File: config.mk
export PLATFORM = sky130hd
export DESIGN_NAME = substring_first_match
export DESIGN_NICKNAME = d
export VERILOG_FILES = /design/src/design/sfm_pkg.sv /design/src/design/substring_first_match.sv /design/src/design/sfm_cell.sv /design/src/design/sfm_out_buf.sv
export SDC_FILE = /design/constraint.sdc
export NUM_CORES = 1
export LEC_CHECK = 0
export ABC_AREA = 1
export BUFFER_PORTS_ARGS = -buffer_cell sky130_fd_sc_hd__buf_2
export CAP_MARGIN = 10
export CORE_ASPECT_RATIO = 0.5
export CORE_UTILIZATION = 61
export CTS_CLUSTER_DIAMETER = 40
export DETAILED_ROUTE_END_ITERATION = 10
export PLACE_DENSITY = 0.88
export SYNTH_ARGS = -nofsm -noshare
export SYNTH_HDL_FRONTEND = slang
export SYNTH_SLANG_ARGS = --single-unit
File: constraint.sdc
create_clock -name clk_i -period 11.3 [get_ports clk_i]
set_clock_uncertainty 0.2 [all_clocks]
set_input_delay 0.565 -clock clk_i [delete_from_list [all_inputs] [get_ports clk_i]]
set_output_delay 0.565 -clock clk_i [all_outputs]
set_load 0.02 [all_outputs]
File: src/design/sfm_pkg.sv
package sfm_pkg;

  typedef enum logic {
    ACT_PATTERN = 1'b0,
    ACT_TEXT    = 1'b1
  } action_e;

  localparam int unsigned ByteW = 8;
  localparam int unsigned PosW  = 16;

  // Broadcast from the top level to every cell of the chain.
  typedef struct packed {
    logic             step;
    logic             clear;
    logic [ByteW-1:0] text_byte;
  } cell_ctrl_t;

  typedef struct packed {
    logic [PosW-1:0] match_position;
    logic            pattern_too_long;
  } result_t;

endpackage

File: src/design/substring_first_match.sv
// Channel  Dir  tdata                  tuser               tlast
// s_axis   in   [7:0] byte_value       action (0 pat/1 txt) is_last
// m_axis   out  [15:0] match_position  pattern_too_long    -
//
// One request is taken per cycle, pattern and text alike; each cell of the
// chain compares its pattern byte with the text byte in that same cycle.
// A result is pushed when the last text byte is taken and waits in a
// two-entry output buffer, so input stalls only when both entries are held.
// Reset clears all control state and the match bits; pattern bytes are not
// cleared and only written positions are ever used.
module substring_first_match #(
  parameter int unsigned MAX_PATTERN    = 32,
  parameter int unsigned POSITION_LIMIT = 65535
) (
  input  logic        clk_i,
  input  logic        rst_ni,
  input  logic        s_axis_tvalid,
  output logic        s_axis_tready,
  input  logic [7:0]  s_axis_tdata,   // [7:0] byte_value
  input  logic        s_axis_tuser,   // [0] action
  input  logic        s_axis_tlast,
  output logic        m_axis_tvalid,
  input  logic        m_axis_tready,
  output logic [15:0] m_axis_tdata,   // [15:0] match_position
  output logic        m_axis_tuser    // [0] pattern_too_long
);
  import sfm_pkg::*;

  localparam int unsigned LenW = $clog2(MAX_PATTERN + 1);
  localparam int unsigned IdxW = (MAX_PATTERN > 1) ? $clog2(MAX_PATTERN) : 1;
  localparam int unsigned CntW = $clog2(POSITION_LIMIT + MAX_PATTERN + 1);
  localparam int unsigned FndW = $clog2(POSITION_LIMIT + 1);
  localparam logic [CntW-1:0] CntCap  = CntW'(POSITION_LIMIT + MAX_PATTERN);
  localparam logic [CntW-1:0] PosLim  = CntW'(POSITION_LIMIT);
  localparam logic [LenW-1:0] LenMax  = LenW'(MAX_PATTERN);

  logic [LenW-1:0] len_q, len_d;
  logic            closed_q, closed_d;
  logic            overflow_q, overflow_d;
  logic [CntW-1:0] count_q, count_d;
  logic [FndW-1:0] found_q, found_d;

  logic            accept;
  logic            is_text;
  logic [LenW-1:0] len_eff;
  logic            ovf_eff;
  logic            space;
  logic            push;
  result_t         push_data;
  cell_ctrl_t      ctrl;

  logic [MAX_PATTERN-1:0] load_en;
  logic [MAX_PATTERN:0]   chain;
  logic [MAX_PATTERN-1:0] bit_next;
  logic [IdxW-1:0]        tail_idx;
  logic [CntW-1:0]        count_inc;
  logic [CntW-1:0]        len_ext;
  logic [CntW-1:0]        diff;
  logic                   hit;
  logic [FndW-1:0]        found_new;

  assign s_axis_tready = space;
  assign accept        = s_axis_tvalid && space;
  assign is_text       = (action_e'(s_axis_tuser) == ACT_TEXT);

  // A pattern byte after a closed pattern restarts the pattern.
  assign len_eff = closed_q ? '0 : len_q;
  assign ovf_eff = closed_q ? 1'b0 : overflow_q;

  assign ctrl.text_byte = s_axis_tdata;
  assign ctrl.step      = accept && is_text && (len_q != '0) && !overflow_q;
  assign ctrl.clear     = accept && (!is_text || s_axis_tlast);

  assign chain[0] = 1'b1;

  for (genvar k = 0; k < MAX_PATTERN; k++) begin : g_cell
    assign load_en[k] = accept && !is_text && (len_eff == LenW'(k));
    sfm_cell u_cell (
      .clk_i       (clk_i),
      .rst_ni      (rst_ni),
      .ctrl_i      (ctrl),
      .load_en_i   (load_en[k]),
      .load_byte_i (s_axis_tdata),
      .prev_bit_i  (chain[k]),
      .bit_o       (chain[k+1]),
      .bit_next_o  (bit_next[k])
    );
  end

  assign tail_idx  = IdxW'(len_q - LenW'(1));
  assign count_inc = (count_q < CntCap) ? count_q + CntW'(1) : count_q;
  assign len_ext   = CntW'(len_q);
  assign diff      = count_inc - len_ext;
  // The start position is diff + 1; it must not pass the position limit.
  assign hit       = ctrl.step && bit_next[tail_idx] && (found_q == '0) &&
                     (count_inc >= len_ext) && (diff < PosLim);
  assign found_new = hit ? FndW'(diff + CntW'(1)) : found_q;

  always_comb begin
    len_d      = len_q;
    closed_d   = closed_q;
    overflow_d = overflow_q;
    count_d    = count_q;
    found_d    = found_q;
    if (accept) begin
      if (!is_text) begin
        count_d = '0;
        found_d = '0;
        if (len_eff < LenMax) begin
          len_d      = len_eff + LenW'(1);
          overflow_d = ovf_eff;
        end else begin
          len_d      = len_eff;
          overflow_d = 1'b1;
        end
        closed_d = s_axis_tlast;
      end else begin
        closed_d = 1'b1;
        if (s_axis_tlast) begin
          count_d = '0;
          found_d = '0;
        end else begin
          count_d = count_inc;
          found_d = found_new;
        end
      end
    end
  end

  always_ff @(posedge clk_i or negedge rst_ni) begin
    if (!rst_ni) begin
      len_q      <= '0;
      closed_q   <= 1'b0;
      overflow_q <= 1'b0;
      count_q    <= '0;
      found_q    <= '0;
    end else begin
      len_q      <= len_d;
      closed_q   <= closed_d;
      overflow_q <= overflow_d;
      count_q    <= count_d;
      found_q    <= found_d;
    end
  end

  assign push = accept && is_text && s_axis_tlast;
  assign push_data.match_position   = overflow_q ? '0 : PosW'(found_new);
  assign push_data.pattern_too_long = overflow_q;

  result_t out_data;

  sfm_out_buf u_out_buf (
    .clk_i       (clk_i),
    .rst_ni      (rst_ni),
    .push_i      (push),
    .push_data_i (push_data),
    .space_o     (space),
    .valid_o     (m_axis_tvalid),
    .ready_i     (m_axis_tready),
    .data_o      (out_data)
  );

  assign m_axis_tdata = out_data.match_position;
  assign m_axis_tuser = out_data.pattern_too_long;

  assert property (@(posedge clk_i) disable iff (!rst_ni) len_q <= LenMax)
    else $error("pattern length beyond the store");
  assert property (@(posedge clk_i) disable iff (!rst_ni) overflow_q |-> len_q == LenMax)
    else $error("overflow flagged with a store that is not full");
  assert property (@(posedge clk_i) disable iff (!rst_ni)
    (found_q != '0) |-> (CntW'(found_q) <= count_q) && (CntW'(found_q) <= PosLim))
    else $error("recorded match start outside the text seen");
  assert property (@(posedge clk_i) disable iff (!rst_ni)
    (m_axis_tvalid && m_axis_tuser) |-> (m_axis_tdata == '0))
    else $error("overlong pattern reported with a match position");

endmodule

File: src/design/sfm_cell.sv
module sfm_cell (
  input  logic                   clk_i,
  input  logic                   rst_ni,
  input  sfm_pkg::cell_ctrl_t    ctrl_i,
  input  logic                   load_en_i,
  input  logic [7:0]             load_byte_i,
  input  logic                   prev_bit_i,
  output logic                   bit_o,
  output logic                   bit_next_o
);
  import sfm_pkg::*;

  logic [ByteW-1:0] pat_byte_q;
  logic             bit_q;
  logic             bit_d;
  logic             cmp_hit;

  // Step value of this offset, seen even when the search state is cleared
  // in the same cycle so that the final text byte can still complete a match.
  assign cmp_hit = prev_bit_i && (pat_byte_q == ctrl_i.text_byte);

  always_comb begin
    bit_d = bit_q;
    if (ctrl_i.clear) begin
      bit_d = 1'b0;
    end else if (ctrl_i.step) begin
      bit_d = cmp_hit;
    end
  end

  always_ff @(posedge clk_i) begin
    if (load_en_i) begin
      pat_byte_q <= load_byte_i;
    end
  end

  always_ff @(posedge clk_i or negedge rst_ni) begin
    if (!rst_ni) begin
      bit_q <= 1'b0;
    end else begin
      bit_q <= bit_d;
    end
  end

  assign bit_o      = bit_q;
  assign bit_next_o = cmp_hit;

endmodule

File: src/design/sfm_out_buf.sv
module sfm_out_buf (
  input  logic                clk_i,
  input  logic                rst_ni,
  input  logic                push_i,
  input  sfm_pkg::result_t    push_data_i,
  output logic                space_o,
  output logic                valid_o,
  input  logic                ready_i,
  output sfm_pkg::result_t    data_o
);
  import sfm_pkg::*;

  result_t out_q;
  result_t skid_q;
  logic    out_valid_q;
  logic    skid_valid_q;
  logic    pop;

  assign pop     = out_valid_q && ready_i;
  assign space_o = !skid_valid_q;
  assign valid_o = out_valid_q;
  assign data_o  = out_q;

  always_ff @(posedge clk_i) begin
    if (skid_valid_q) begin
      if (pop) begin
        out_q <= skid_q;
      end
    end else if (push_i) begin
      if (out_valid_q && !pop) begin
        skid_q <= push_data_i;
      end else begin
        out_q <= push_data_i;
      end
    end
  end

  always_ff @(posedge clk_i or negedge rst_ni) begin
    if (!rst_ni) begin
      out_valid_q  <= 1'b0;
      skid_valid_q <= 1'b0;
    end else if (skid_valid_q) begin
      if (pop) begin
        skid_valid_q <= 1'b0;
      end
    end else if (push_i) begin
      if (out_valid_q && !pop) begin
        skid_valid_q <= 1'b1;
      end else begin
        out_valid_q <= 1'b1;
      end
    end else if (pop) begin
      out_valid_q <= 1'b0;
    end
  end

  // The skid stage is only filled while the output stage holds a stalled request.
  assert property (@(posedge clk_i) disable iff (!rst_ni) skid_valid_q |-> out_valid_q)
    else $error("skid stage full while output stage empty");
  assert property (@(posedge clk_i) disable iff (!rst_ni)
    (skid_valid_q && !ready_i) |=> skid_valid_q && out_valid_q)
    else $error("stalled result lost");
  assert property (@(posedge clk_i) disable iff (!rst_ni)
    (valid_o && !ready_i) |=> valid_o && $stable(data_o))
    else $error("stalled result changed");

endmodule
# Word level (Yosys, flattened, before mapping)
# Index checks and enable logic that the tools add are counted.
[word_totals]
reg_bits = 364
input_bits = 14
out_inout_bits = 19
wordCells = 332
[op_classes]
add_sub_neg = 5
magnitude_cmp = 5
n_eq_ne = 67
mux = 87
n_bitwise = 2
n_reduce_logical = 92
[ops]
columns = ["cell", "n"]
rows = [
  ["8-bit equality test", 32],
  ["17-bit two-way mux", 7],
  ["6-bit by 5-bit equality test with 1-bit output (second input constant)", 16],
  ["1-bit logical AND", 76],
  ["1-bit two-way mux", 73],
  ["16-bit two-way mux", 4],
  ["6-bit by 4-bit equality test with 1-bit output (second input constant)", 8],
  ["6-bit by 3-bit equality test with 1-bit output (second input constant)", 4],
  ["17-bit by 1-bit adder with 17-bit output (second input constant)", 1],
  ["17-bit by 6-bit greater-or-equal comparator with 1-bit output", 1],
  ["17-bit by 16-bit < comparator with 1-bit output (second input constant)", 1],
  ["17-bit < comparator (second input constant)", 1],
  ["17-bit by 6-bit subtractor with 17-bit output", 1],
  ["16-bit by 1-bit adder with 16-bit output (second input constant)", 1],
  ["16-bit zero test", 1],
  ["6-bit by 2-bit equality test with 1-bit output (second input constant)", 2],
  ["6-bit two-way mux", 2],
  ["3-bit AND reduction", 4],
  ["6-bit by 1-bit adder with 6-bit output (second input constant)", 1],
  ["6-bit by 1-bit equality test with 1-bit output (second input constant)", 1],
  ["6-bit zero test", 1],
  ["5-bit by 6-bit < comparator with 1-bit output (second input constant)", 1],
  ["6-bit < comparator (second input constant)", 1],
  ["2-bit != test (second input constant)", 3],
  ["other kinds (9)", 15],
]

# Depth between registers and ports, before layout
[depth]
ltp_word = 14
depth_mapped = 34

# Hierarchy
# A second synthesis with hierarchy kept.
[hier_totals]
cells_unflattened = 2628
area_unflattened_um2 = 21279.2
[by_module_without_submodules]
columns = ["module", "instances", "cells_each", "area_per_inst_um2", "seq_area_each_um2"]
rows = [
  ["sfm_cell", 32, 55, 480.5, 265.3],
  ["substring_first_match", 1, 762, 4553.1, 1026.0],
  ["sfm_out_buf", 1, 106, 1351.3, 1071.0],
]

# Least setup slack after synthesis
# OpenSTA, ideal clock, no wires.
[synth_timing]
path_kind = "register to register"
from = "register count_q[12]"
to = "register u_out_buf.out_q (netlist bit u_out_buf.data_o[15]) (data pin)"
arrival_ns = 3.514
required_time_ns = 10.847
setup_slack_ns = 7.332
stages_incl_launch_ff = 29
path_cell_list = "dfrtp_1 nor2_1 nand3_1 o21ai_2 nand2_4 buf_6 nor3_1 xor2_1 inv_1 ha_1 nand2_1 inv_1 nand2_1 nand2_1 nor2_1 nor2_1 nor2_1 nand4_1 nand2_1 nand2_1 nor2_2 nand3_2 nor2_4 nand2_2 nand2_4 buf_8 nand2_1 nand3_1 nand2_1"
[synth_between]
elab_chain_len = 10
elab_cells_between_ends = 14
[synth_rtl]
columns = ["item", "line_no", "source"]
rows = [
  ["start, declared", "substring_first_match.sv:40", "logic [CntW-1:0] count_q, count_d;"],
  ["start signal, assigned", "substring_first_match.sv:141", "count_q <= count_d;"],
  ["17-bit by 1-bit adder with 17-bit output / 17-bit < comparator (equally long branches)", "substring_first_match.sv:91", "assign count_inc = (count_q < CntCap) ? count_q + CntW'(1) : count_q;"],
  ["17-bit two-way mux (*)", "substring_first_match.sv:91", ""],
  ["17-bit by 6-bit subtractor with 17-bit output / 17-bit by 6-bit greater-or-equal comparator with 1-bit output (equally long branches)", "substring_first_match.sv:93, substring_first_match.sv:96", ""],
  ["17-bit by 16-bit < comparator with 1-bit output / 1-bit logical AND (equally long branches)", "substring_first_match.sv:96, substring_first_match.sv:95", ""],
  ["1-bit logical AND", "substring_first_match.sv:96", "(count_inc >= len_ext) && (diff < PosLim);"],
  ["16-bit two-way mux (*)", "substring_first_match.sv:97", "assign found_new = hit ? FndW'(diff + CntW'(1)) : found_q;"],
  ["16-bit two-way mux (*)", "substring_first_match.sv:147", "assign push_data.match_position = overflow_q ? '0 : PosW'(found_new);"],
  ["17-bit two-way mux (*)", "sfm_out_buf.sv:30", "if (out_valid_q && !pop) begin"],
  ["17-bit two-way mux (*)", "sfm_out_buf.sv:29", "end else if (push_i) begin"],
  ["17-bit two-way mux (*)", "sfm_out_buf.sv:25", "if (skid_valid_q) begin"],
  ["end signal, assigned", "sfm_out_buf.sv:27", "out_q <= skid_q;"],
  ["end signal, assigned", "sfm_out_buf.sv:33", "out_q <= push_data_i;"],
  ["end, declared", "sfm_out_buf.sv:13", "result_t out_q;"],
]
# Every way passes the cells marked *; elsewhere a longest branch is shown, timed or not. The select of a mux whose other input is x is not followed.
# A chain may end at the register's enable or synchronous reset.

==> flow_summary.yaml <==
setup_path:
  reg2reg_setup_slack_ns: 6.29
  crit_path_cell_trace: "buf_4 -> clkinv_1 -> ha_1 -> inv_1 -> nand3_1 -> nand3_1 -> nand3_1 -> nand3_1 -> nand2_1 -> nand3_1 -> nor2_2 -> nand2_4 -> o21ai_1 -> inv_1 -> nor2_1"
  cp.arrival_ns: 5.18
  r2r_start: "len_q[0]$_DFFE_PN0P_"
  crit_required_ns: 11.48
  crit_slowest_cell: "ha_1"
  timing.critical_path.mode_cell: "nand3_1"
  r2r_end: "u_out_buf.skid_q[6]$_DFFE_PP_"
  startpoint_type: "flop"
  worstSetupPathType: "flop to flop"
  endpoint_kind: "flop"
  reg2reg_depth: 15
  slowest_delay_ns: 1.11
  crit_path_max_fanout: 20
global_route:
  grt_first_pass_wirelength_mm: 74.2
  grt_pass1_vias: 14700
  grt_start_max_net_pins: 93
  overflow: 0
  grt_usage_pct: 30.1
  antenna_found_initial: 0
final_layout:
  drive_above_1_share_pct: 7.57
  fill_cells: 1956
  fin_util_pct: 68.7
  n_antenna_cell: 0
  syn2layout_area_growth_pct: 8.90
  layout.cells.non_filler: 2532
  fin_nets: 2145
floorplan:
  die-area_um2: 31200
  die_h_um: 125
  start_util_pct: 63.1
  num_io_pins: 33
  num_rows: 44
  die_w_um: 249
  core_um2: 29500
synthesis:
  yosysSeqAreaShare_pct: 56.8
  synth.top_cell.area_share_pct: 46.9
  synth_ff_type: "edfxtp_1"
  synth_area_leaders: "edfxtp_1 47%, nand2_1 12%, dfrtp_1 10%"
  synth_seq_cells: 364
  syn_nets: 2127
  synth-async-reset-ratio_pct: 20.3
  yosysMostFrequentCell: "nand2_1"
  synth-xor-area-share_pct: 5.14
  synth_top_area_cell: "edfxtp_1"
  synth-compound-area-share_pct: 5.13
  synth-edff-count: 290
  yosysWarnings: 0
  synth_cell_types: 42
  avgSynthCellArea_um2: 8.86
  synthTopCellsByCount: "609 x nand2_1, 290 x edfxtp_1, 271 x inv_1"
  netlist_instances: 2098
  synth_top_family_by_area: "simple AND/OR/NAND/NOR gates"
  synth_fa_ha_area_share_pct: 1.05
  synth_area_um2: 18600
  synthMuxAreaShare_pct: 0
  yosys.area_share.simple_pct: 24.3
clock_network:
  cts_tree: "done"
  cts.clk_slew.worst_paths_ns: 0.07
  root_buffer: "clkbuf_16"
  post_cts_buffers: 0
  clock_path_buffers: 3
  worstSkewPairLatency_ns: 0.53
  htree_levels: 2
  numCtsBuffers: 36
  clock_sink_count: 364
status:
  status: "complete, no violations"
timing:
  slew_headroom_pct: 19.3
  holdWs_ns: 0.140
  fin_ws_ns: 6.29
  layout_min_cycle_time_ns: 5.01
  fmax_mhz: 200
  fin_crit_sh_pct: 44.3
  worst_slew_pin_slew_ns: 1.20
  rsz0062_at_grt: "false"
  finalSetupTns_ns: 0
  hold_viol_final: 0
  setup_viol: 0
  slew_viol_final: 0
placement:
  hpwl_mm: 27.6
  dp_cells: 2467
  pre_cts_ws_ns: 6.64
  gp_congestion: 0.931
  io_buffers: 32
worst_hold_path:
  hp-class: "input pin to flop"
  worstHoldPathCells: 3
  hold_end: "closed_q$_DFFE_PN0P_"
  hold_start: "s_axis_tlast"
power:
  p_seq_share_pct: 45.7
  p_int_w: 0.00231
  leakagePower_nw: 8.68
  p_switching_w: 0.000934
  power_density_nw_per_um2: 160
  clockPowerShare_pct: 37.1
  irDropWorstVdd_v: 0.000138
  switching_share_pct: 28.8
  combPwrFrac_pct: 17.1
detailed_routing:
  dr.pass1.iters: 7
  postRouteAntennaNets: 0
  wirelength_mm: 46.7
  via_per_inst: 5.83
  dr_total_vias: 14800
  wl_per_cell_um: 18.4
  route.detailed.drc: 0
  drtIter0Drc: 1926
run:
  maxCapViolCount: 0
## what timing repair did
action	in CTS	in global routing
hold endpoints to repair	24	0
gates resized for setup	0	0
hold buffers	1	0
## per-layer routing
metal	share of wire (%)	wire [µm]	global-route usage, %	vias up
met5	0	0	0	-
met2	48	22600	52.0	960
li1	-	-	-	6787
met3	11	4990	5.52	174
met4	3.7	1720	13.2	0
met1	37	17400	37.5	6838
## worst max-delay path by stage
stage,end,slack (ns),start
after CTS,u_out_buf.data_o[6]$_DFFE_PP_,6.52,len_q[0]$_DFFE_PN0P_
after global routing,u_out_buf.skid_q[11]$_DFFE_PP_,6.07,count_q[12]$_DFFE_PN0P_
final,u_out_buf.skid_q[6]$_DFFE_PP_,6.29,len_q[0]$_DFFE_PN0P_
after global placement,u_out_buf.data_o[12]$_DFFE_PP_,6.65,len_q[0]$_DFFE_PN0P_
after detailed placement,u_out_buf.data_o[12]$_DFFE_PP_,6.64,len_q[0]$_DFFE_PN0P_
after floorplan,u_out_buf.data_o[15]$_DFFE_PP_,7.33,count_q[12]$_DFFE_PN0P_
## power by group through the flow
stage / Combinational, W / Clock [W] / Sequential, W
final: 0.000557 / 0.00121 / 0.00149
after global placement: 0.000515 / 0 / 0.00151
after CTS: 0.000538 / 0.00120 / 0.00148
after detailed placement: 0.000529 / 0 / 0.00151
after floorplan: 0.000358 / 0 / 0.00151
after global routing: 0.000601 / 0.00126 / 0.00149
## per-stage QoR
stage	instance area [µm²]	power [W]
CTS	20200	0.00323
finish	20200	0.00325
global placement	19100	0.00203
floorplan	18600	0.00187
detailed placement	19100	0.00204
global route	20200	0.00334
## kinds of logic after synthesis
kind of cell | Yosys count
adders and majority gates | 15
DFF | 364
and+or+nand+nor | 1076
buffers and inverters | 361
xor gates and xnor gates | 109
AOI/OAI and AO/OA | 173
## cell type report
cell class	count	area, µm²	share of cell area (%)
Sequential cell	364	10600	52.2
Multi-Input combinational cell	1373	6620	32.7
Tap cell	391	489	2.42
Timing Repair Buffer	51	310	1.53
Clock buffer	48	987	4.88
Clock inverter	15	176	0.872
Inverter	290	1090	5.39
## flip-flops by register name (all words and copies together), names as in the netlist
| signal | cells |
|---|---|
| u_out_buf.skid_valid_q | 1 |
| count_q | 17 |
| g_cell.u_cell.pat_byte_q | 256 |
| u_out_buf.skid_q | 17 |
| u_out_buf.data_o | 17 |
| g_cell.u_cell.bit_o | 31 |
| closed_q | 1 |
| u_out_buf.valid_o | 1 |
| found_q | 16 |
| overflow_q | 1 |
| len_q | 6 |
## placed cells by master (no fill, tap or decap), types with 3 or more instances in the layout
cell type / count
nand3_2: 3
nor3_1: 20
a21oi_1: 37
nand2_4: 4
ha_1: 14
clkinv_1: 7
o21ai_0: 70
nand4_1: 21
nor2_2: 6
edfxtp_1: 290
nand2_1: 609
xnor2_1: 43
buf_2: 30
nor2_1: 239
buf_4: 20
o21ai_2: 5
clkbuf_1: 9
o22ai_1: 45
xor2_1: 66
inv_2: 15
nand2_2: 18
clkbuf_16: 37
dfrtp_1: 74
o21ai_1: 12
bufinv_16: 3
inv_1: 271
nor4_1: 4
nor2_4: 4
nand3_1: 134
nand3b_1: 6
## critical path, delay by kind of cell (launching register included)
kind	cells	cell delay, ns
buffers and inverters	4	1.62
flip-flops	1	0.33
AND/OR/NAND/NOR	9	1.29
adder cells (fa/ha/maj)	1	1.11
AO/OA/AOI/OAI	1	0.28
(Power assumes the default switching activity.)
